File: config.mk
export PLATFORM = sky130hd
export DESIGN_NAME = sound_level_detector_backend
export DESIGN_NICKNAME = d
export VERILOG_FILES = /design/src/rtl/core/sld_pkg.sv /design/src/rtl/core/sld_fast_weight.sv /design/src/rtl/core/sound_level_detector_backend.sv
export SDC_FILE = /design/constraint.sdc
export NUM_CORES = 2
export LEC_CHECK = 0
export ABC_CLOCK_PERIOD_IN_PS = 23800
export BUFFER_PORTS_ARGS = -buffer_cell sky130_fd_sc_hd__buf_4
export CAP_MARGIN = 20
export CORE_MARGIN = 2
export CORE_UTILIZATION = 65
export DETAILED_ROUTE_END_ITERATION = 8
export GPL_TIMING_DRIVEN = 0
export PLACE_DENSITY = 0.84
export SYNTH_ARGS = -nofsm -noshare
export SYNTH_HDL_FRONTEND = slang
export SYNTH_SLANG_ARGS = --single-unit
File: constraint.sdc
create_clock -name aclk -period 23.8 [get_ports aclk]
set_input_delay 4.76 -clock aclk [delete_from_list [all_inputs] [get_ports aclk]]
set_output_delay 4.76 -clock aclk [all_outputs]
set_load 0.01 [all_outputs]
File: src/rtl/core/sld_pkg.sv
package sld_pkg;

    localparam int unsigned SAMPLE_W    = 32;
    localparam int unsigned THRESH_W    = 31;
    localparam int unsigned SUM_W       = 64;
    localparam int unsigned SQUARE_W    = 63;
    localparam int unsigned FAST_SHIFT  = 7;
    localparam int unsigned GAIN_SHIFT  = 5;
    localparam int unsigned SUM_SHIFT   = 3;
    localparam int unsigned GAIN_W      = 16;
    localparam int unsigned X_W         = SQUARE_W - FAST_SHIFT;

    localparam logic [GAIN_W-1:0]   FAST_GAIN      = 16'd33550;
    localparam logic [THRESH_W-1:0] THRESH_DEFAULT = 31'h7FFF_FFFF;

    // Magnitude of a 32-bit two's complement word as unsigned; -2^31 gives 2^31.
    function automatic logic [SAMPLE_W-1:0] mag32(input logic [SAMPLE_W-1:0] v);
        return v[SAMPLE_W-1] ? (SAMPLE_W'(0) - v) : v;
    endfunction

endpackage

File: src/rtl/core/sld_fast_weight.sv
module sld_fast_weight
    import sld_pkg::*;
(
    input  logic                aclk,
    input  logic                aresetn,
    input  logic                step_en,
    input  logic [X_W-1:0]      x_in,
    output logic [SAMPLE_W-1:0] level_out
);

    localparam int unsigned PROD_W = SAMPLE_W + GAIN_W;

    logic [SUM_W-1:0]    delay_reg, delay_next;
    logic [SUM_W-1:0]    wout_reg, wout_next;
    logic [SAMPLE_W-1:0] hi_word;
    logic [SAMPLE_W-1:0] hi_mag;
    logic [PROD_W-1:0]   prod;
    logic [SUM_W-1:0]    gain_mag;
    logic [SUM_W-1:0]    gain;
    logic [SUM_W-1:0]    x_ext;

    // Feedback gain from the signed high word of the previous output.
    always_comb begin
        hi_word    = wout_reg[SUM_W-1 -: SAMPLE_W];
        hi_mag     = mag32(hi_word);
        prod       = {{GAIN_W{1'b0}}, hi_mag} * {{SAMPLE_W{1'b0}}, FAST_GAIN};
        gain_mag   = SUM_W'({prod, {GAIN_SHIFT{1'b0}}});
        gain       = hi_word[SAMPLE_W-1] ? (SUM_W'(0) - gain_mag) : gain_mag;
        x_ext      = SUM_W'(x_in);
        wout_next  = x_ext + delay_reg;
        delay_next = x_ext + (wout_reg - gain);
    end

    always_ff @(posedge aclk) begin
        if (!aresetn) begin
            delay_reg <= '0;
            wout_reg  <= '0;
        end else if (step_en) begin
            delay_reg <= delay_next;
            wout_reg  <= wout_next;
        end
    end

    assign level_out = wout_reg[SUM_W-1 -: SAMPLE_W];

endmodule

File: src/rtl/core/sound_level_detector_backend.sv
// Sound level meter back end with fast time weighting. Each input item carries
// the raw converter sample and the C- and A-weighted filter outputs of one
// sample, plus two flags; each item yields exactly one result item holding the
// overload count, the held C-weighted peak, the 64-bit sum of 8*A^2 with its
// wrap count, and the high word of the fast time-weighted mean square. The
// block takes one item per clock cycle while results are taken and passes
// each item through the input register, the magnitude and square register
// and the result register in turn. Full rate is possible because the
// time-weighting feedback loop, a 32x16 multiply feeding two 64-bit adds,
// is combinational between its registers. The state registers and valid
// flags clear on reset; there is no clearing pass.
// The overload threshold may only be written while no item is in flight.
module sound_level_detector_backend
    import sld_pkg::*;
(
    input  logic                  aclk,
    input  logic                  aresetn,

    // Configuration: overload threshold
    input  logic                  cfg_wr_en,
    input  logic [THRESH_W-1:0]   cfg_wr_data,

    // Input items
    input  logic                  s_tvalid,
    output logic                  s_tready,
    // [31:0] adc_sample, [63:32] c_weighted, [95:64] a_weighted
    input  logic [95:0]           s_tdata,
    // [0] catch_peak, [1] clear_sum
    input  logic [1:0]            s_tuser,

    // Result items
    output logic                  m_tvalid,
    input  logic                  m_tready,
    // [31:0] overload_count, [63:32] peak_held, [127:64] square_sum,
    // [159:128] sum_wraps, [191:160] fast_level
    output logic [191:0]          m_tdata
);

    // ------------------------------------------------------------------
    // Handshake: each stage loads when it is empty or its item moves on,
    // so a stalled result does not stop items filling the earlier stages.
    // ------------------------------------------------------------------
    logic p1_valid_reg, p1_valid_next;
    logic p2_valid_reg, p2_valid_next;
    logic m_valid_reg,  m_valid_next;
    logic out_ready, p2_ready, p1_ready;
    logic p1_load, p2_load, out_load;

    always_comb begin
        out_ready     = !m_valid_reg || m_tready;
        p2_ready      = !p2_valid_reg || out_ready;
        p1_ready      = !p1_valid_reg || p2_ready;
        p1_load       = s_tvalid && p1_ready;
        p2_load       = p1_valid_reg && p2_ready;
        out_load      = p2_valid_reg && out_ready;
        p1_valid_next = p1_ready  ? s_tvalid     : p1_valid_reg;
        p2_valid_next = p2_ready  ? p1_valid_reg : p2_valid_reg;
        m_valid_next  = out_ready ? p2_valid_reg : m_valid_reg;
    end

    assign s_tready = p1_ready;
    assign m_tvalid = m_valid_reg;

    // ------------------------------------------------------------------
    // Threshold register
    // ------------------------------------------------------------------
    logic [THRESH_W-1:0] thresh_reg;

    always_ff @(posedge aclk) begin
        if (!aresetn) begin
            thresh_reg <= THRESH_DEFAULT;
        end else if (cfg_wr_en) begin
            thresh_reg <= cfg_wr_data;
        end
    end

    // ------------------------------------------------------------------
    // Stage 1: input register
    // ------------------------------------------------------------------
    logic [SAMPLE_W-1:0] p1_adc_reg, p1_c_reg, p1_a_reg;
    logic                p1_catch_reg, p1_clear_reg;

    always_ff @(posedge aclk) begin
        if (p1_load) begin
            p1_adc_reg   <= s_tdata[SAMPLE_W-1:0];
            p1_c_reg     <= s_tdata[2*SAMPLE_W-1:SAMPLE_W];
            p1_a_reg     <= s_tdata[3*SAMPLE_W-1:2*SAMPLE_W];
            p1_catch_reg <= s_tuser[0];
            p1_clear_reg <= s_tuser[1];
        end
    end

    // ------------------------------------------------------------------
    // Stage 2: magnitudes, overload compare and the A-weighted square.
    // None of this depends on the stage 3 state, so it runs ahead of the update.
    // ------------------------------------------------------------------
    logic [SAMPLE_W-1:0] adc_mag, a_mag;
    logic [SQUARE_W-1:0] a_sq_full;
    logic                p2_ovl_reg;
    logic [SAMPLE_W-1:0] p2_cmag_reg;
    logic [SQUARE_W-1:0] p2_square_reg;
    logic                p2_catch_reg, p2_clear_reg;

    always_comb begin
        adc_mag   = mag32(p1_adc_reg);
        a_mag     = mag32(p1_a_reg);
        // at most 2^62, so 63 bits hold it
        a_sq_full = SQUARE_W'({32'b0, a_mag} * {32'b0, a_mag});
    end

    always_ff @(posedge aclk) begin
        if (p2_load) begin
            p2_ovl_reg    <= adc_mag > {1'b0, thresh_reg};
            p2_cmag_reg   <= mag32(p1_c_reg);
            p2_square_reg <= a_sq_full;
            p2_catch_reg  <= p1_catch_reg;
            p2_clear_reg  <= p1_clear_reg;
        end
    end

    // ------------------------------------------------------------------
    // Stage 3: state update. The state registers are the result register:
    // they change only when a result is loaded and hold while it waits.
    // ------------------------------------------------------------------
    logic [SAMPLE_W-1:0] ovl_cnt_reg,   ovl_cnt_next;
    logic [SAMPLE_W-1:0] peak_run_reg,  peak_run_next;
    logic [SAMPLE_W-1:0] peak_held_reg, peak_held_next;
    logic [SUM_W-1:0]    sum_reg,       sum_next;
    logic [SAMPLE_W-1:0] wraps_reg,     wraps_next;
    logic [SAMPLE_W-1:0] peak_max;
    logic [SUM_W-1:0]    sum_base;
    logic [SAMPLE_W-1:0] wraps_base;
    logic [SUM_W-1:0]    addend;
    logic                wrapped;
    logic [SAMPLE_W-1:0] fast_level;

    always_comb begin
        ovl_cnt_next = ovl_cnt_reg + SAMPLE_W'(p2_ovl_reg);

        peak_max = (p2_cmag_reg > peak_run_reg) ? p2_cmag_reg : peak_run_reg;
        if (p2_catch_reg) begin
            peak_held_next = peak_max;
            peak_run_next  = '0;
        end else begin
            peak_held_next = peak_held_reg;
            peak_run_next  = peak_max;
        end

        // clear_sum acts before this sample is added
        sum_base   = p2_clear_reg ? '0 : sum_reg;
        wraps_base = p2_clear_reg ? '0 : wraps_reg;
        addend     = SUM_W'({p2_square_reg, {SUM_SHIFT{1'b0}}});
        sum_next   = sum_base + addend;
        // a wrap is seen only as a drop of the high word
        wrapped    = sum_base[SUM_W-1 -: SAMPLE_W] > sum_next[SUM_W-1 -: SAMPLE_W];
        wraps_next = wraps_base + SAMPLE_W'(wrapped);
    end

    always_ff @(posedge aclk) begin
        if (!aresetn) begin
            ovl_cnt_reg   <= '0;
            peak_run_reg  <= '0;
            peak_held_reg <= '0;
            sum_reg       <= '0;
            wraps_reg     <= '0;
        end else if (out_load) begin
            ovl_cnt_reg   <= ovl_cnt_next;
            peak_run_reg  <= peak_run_next;
            peak_held_reg <= peak_held_next;
            sum_reg       <= sum_next;
            wraps_reg     <= wraps_next;
        end
    end

    sld_fast_weight u_fast_weight (
        .aclk      (aclk),
        .aresetn   (aresetn),
        .step_en   (out_load),
        .x_in      (p2_square_reg[SQUARE_W-1:FAST_SHIFT]),
        .level_out (fast_level)
    );

    always_ff @(posedge aclk) begin
        if (!aresetn) begin
            p1_valid_reg <= 1'b0;
            p2_valid_reg <= 1'b0;
            m_valid_reg  <= 1'b0;
        end else begin
            p1_valid_reg <= p1_valid_next;
            p2_valid_reg <= p2_valid_next;
            m_valid_reg  <= m_valid_next;
        end
    end

    assign m_tdata = {fast_level, wraps_reg, sum_reg, peak_held_reg, ovl_cnt_reg};

endmodule
==> impl_results.md <==
* Run status: complete, no violations
* Startpoint Class: flop
* DR vias at 60500
* Dpl hpwl at 195 mm
* Initial antenna violation count at 2
* Reg2reg start: p1_a_reg[0]$_DFFE_PP_
* RePlAce Congestion at 1.06
* Family with the most delay on the worst path: adder cells
* Core area at 109000 um^2
* Yosys reg bits at 546
* Total track usage at 0.421
* DP Cell Count at 9773
* Num CTS Buffers at 66
* Slew Limit Fails at 0
* Final Non-Filler Cells at 9897
* Number of global-route vias before repair at 62400
* H-tree levels at 3
* Max_cap viols at 0
* Die area at 113000 um^2
* Worst path most repeated cell: fa_1
* Reg2reg path depth at 39
* Share of cells above drive strength 1 at 0.0659
* Register area share after synthesis at 0.180
* Buf/Inv on CP at 11
* Final #Nets at 10300
* Post-CTS setup buffer count at 0
* CP max stage delay at 0.70 ns
* Endpoints failing setup at 0
* Row count at 121
* Hold Crit Class: reg2reg
* Clock tree from TritonCTS: built
* DRT iter0 DRCs at 5872
* Min-Delay Endpoint: u_fast_weight.wout_reg[3]$_SDFFE_PN0P_
* Post-synth EDFFs at 195
* Hold depth at 2
* Detail Route Antenna Nets at 0
* Clk_lat worst skew at 0.66 ns
* Cell with the largest stage delay on the worst path: clkbuf_1
* CTS Hold Bufs at 0
* Hold slack at 0.458 ns
* WP data arrival at 14.41 ns
* Global route overflow at 0
* Routed WL at 236 mm
* Mapped cell area at 71500 um^2
* Asr flop ratio synth at 0
* Post_cts resized at 0
* Relative slew margins at 0.134
* Crit path required time at 24.19 ns
* Critical Path Sink Type: flop
* Setup TNS at 0 ns
* Post-synth top area cell: fa_1
* Post-synth top area share at 0.269
* CTS max path bufs at 3
* Initial Utilization at 0.656
* I/O Pins at 328
* Pin count of the biggest net entering global routing at 33
* Top cells by area, synth: fa_1 27%, ha_1 13%, dfxtp_1 9.8%
* CP max FO at 11
* Ys flop type: dfxtp_1
* PortBufs at 322
* RR Endpoint: p2_square_reg[60]$_DFFE_PP_
* Final Hold Vio Count at 0
* Slew @ Worst Pin at 1.30 ns
* First-pass GRT wire length at 359 mm
* Unrepaired setup endpoints after global routing: false
* R2r setup slk at 9.78 ns
* Clk_skew at 0.0266 ns
* Clock sink count at 546
* Chip Width at 336 um
* Clock transition at path regs at 0.06 ns
* CP Class: reg2reg
* DRC Markers at 0
* HP Start: u_fast_weight.wout_reg[3]$_SDFFE_PN0P_
* Fmax at 71.3 MHz
* Wirelength per Cell at 23.9 um
* 1st-pass router iterations at 9
* Via/cell ratio at 6.11
* Mapped Cells at 7991
* Synth cell types at 99
* Die height at 336 um
* Crit. path cell count at 39
* Clock root cell: clkbuf_16
* Avg Cell Area, Syn at 8.95 um^2
* Crit path time final at 14.02 ns
* Tcrit/Tclk final at 0.589
* Yosys warns at 0
* Area growth, synth to finish at 9.71%
-- layout make-up --
type	count	area [um^2]
Buffer	329	1380
Multi-Input combinational cell	5832	52500
Clock buffer	90	1830
Tap cell	1414	1770
Clock inverter	31	464
Sequential cell	546	12900
Antenna cell	1	2.50
Inverter	1312	4920
Fill cell	8339	30500
Timing Repair Buffer	342	2720
-- Yosys cell counts, drive strengths merged, types with 14 or more instances --
cell type  instances
a211oi            49
a21o             219
a21oi            511
a31oi             35
and2              48
and3              58
and4              14
buf               75
clkbuf           254
dfxtp            351
edfxtp           195
fa               962
ha               737
inv             1305
mux2i             48
nand2            760
nand2b            45
nand3            124
nand4             79
nor2             560
nor2b            110
nor3              58
nor4              17
o211ai            54
o21a              71
o21ai            313
o21bai            45
o31ai             58
o41ai             23
or2               27
or3               60
or4               31
xnor2            315
xor2             176
-- tightest hold or removal path: cells and delay by family (launching register included) --
family / cells / cell delay [ns]
compound gates: 1 / 0.05
flops: 1 / 0.31
simple gates: 1 / 0.05
-- layout by cell type, fill, tap and decap left out, types with 22 or more instances in the layout --
cell type | synthesis | layout
xnor2_1 | 315 | 312
ha_1 | 737 | 737
conb_1 | 2 | 30
o21ai_0 | 300 | 300
mux2i_1 | 48 | 48
o21bai_1 | 45 | 45
or4_1 | 29 | 29
a211oi_1 | 48 | 48
or2_2 | 22 | 22
nor2_1 | 560 | 560
fa_1 | 962 | 962
o21a_1 | 71 | 71
nand3_1 | 124 | 124
and2_1 | 47 | 47
nand4_1 | 79 | 79
o31ai_1 | 56 | 56
and3_1 | 58 | 58
xor2_1 | 175 | 175
inv_1 | 1302 | 1302
a31oi_1 | 35 | 34
edfxtp_1 | 195 | 195
nand2_1 | 760 | 760
clkbuf_16 | 0 | 68
a21o_1 | 219 | 219
buf_4 | 35 | 362
nor2b_1 | 110 | 110
a21oi_1 | 511 | 511
o211ai_1 | 54 | 54
clkbuf_1 | 253 | 270
or3_1 | 59 | 59
nor3_1 | 58 | 58
dfxtp_1 | 351 | 351
nand2b_1 | 45 | 45
buf_1 | 31 | 31
-- cell families after synthesis --
logic type               Yosys count  synth area share
AO/OA/AOI/OAI                   1531             0.135
XOR/XNOR                         491            0.0602
adder cells (fa/ha/maj)         1699             0.398
buffers and inverters           1641            0.0881
flip-flops                       546             0.180
multiplexers                      51           0.00719
other                              2          0.000105
AND/OR/NAND/NOR                 2030             0.131
-- metrics by stage --
stage	area, um^2	setup WS [ns]	utilization
4_1_cts	78500	10.17	0.720
3_3_place_gp	75800	8.37	0.696
6_report	78500	9.78	0.720
3_5_place_dp	76200	10.22	0.699
2_1_floorplan	71700	11.21	-
5_1_grt	78500	9.18	0.720
-- layer usage --
| layer | wire, um | vias up | GRT usage |
|---|---|---|---|
| met5 | 13 | - | 0 |
| met4 | 18100 | 2 | 0.272 |
| met3 | 23500 | 879 | 0.0863 |
| met2 | 107000 | 3165 | 0.677 |
| met1 | 87400 | 29300 | 0.517 |
| li1 | - | 27100 | - |
-- how the worst max path moves through the flow --
stage	from	endpoint	slack [ns]
3_3_place_gp	m_tready	p2_square_reg[20]$_DFFE_PP_	8.37
5_1_grt	u_fast_weight.wout_reg[34]$_SDFFE_PN0P_	u_fast_weight.delay_reg[63]$_SDFFE_PN0P_	9.18
4_1_cts	u_fast_weight.wout_reg[63]$_SDFFE_PN0P_	u_fast_weight.delay_reg[58]$_SDFFE_PN0P_	10.17
2_1_floorplan	m_tready	p2_catch_reg$_DFFE_PP_	11.21
3_5_place_dp	p1_a_reg[0]$_DFFE_PP_	p2_square_reg[60]$_DFFE_PP_	10.22
6_report	p1_a_reg[0]$_DFFE_PP_	p2_square_reg[60]$_DFFE_PP_	9.78
Power is not shown: default switching activity piles up to over one toggle a cycle in this logic, so the estimate is an artifact.
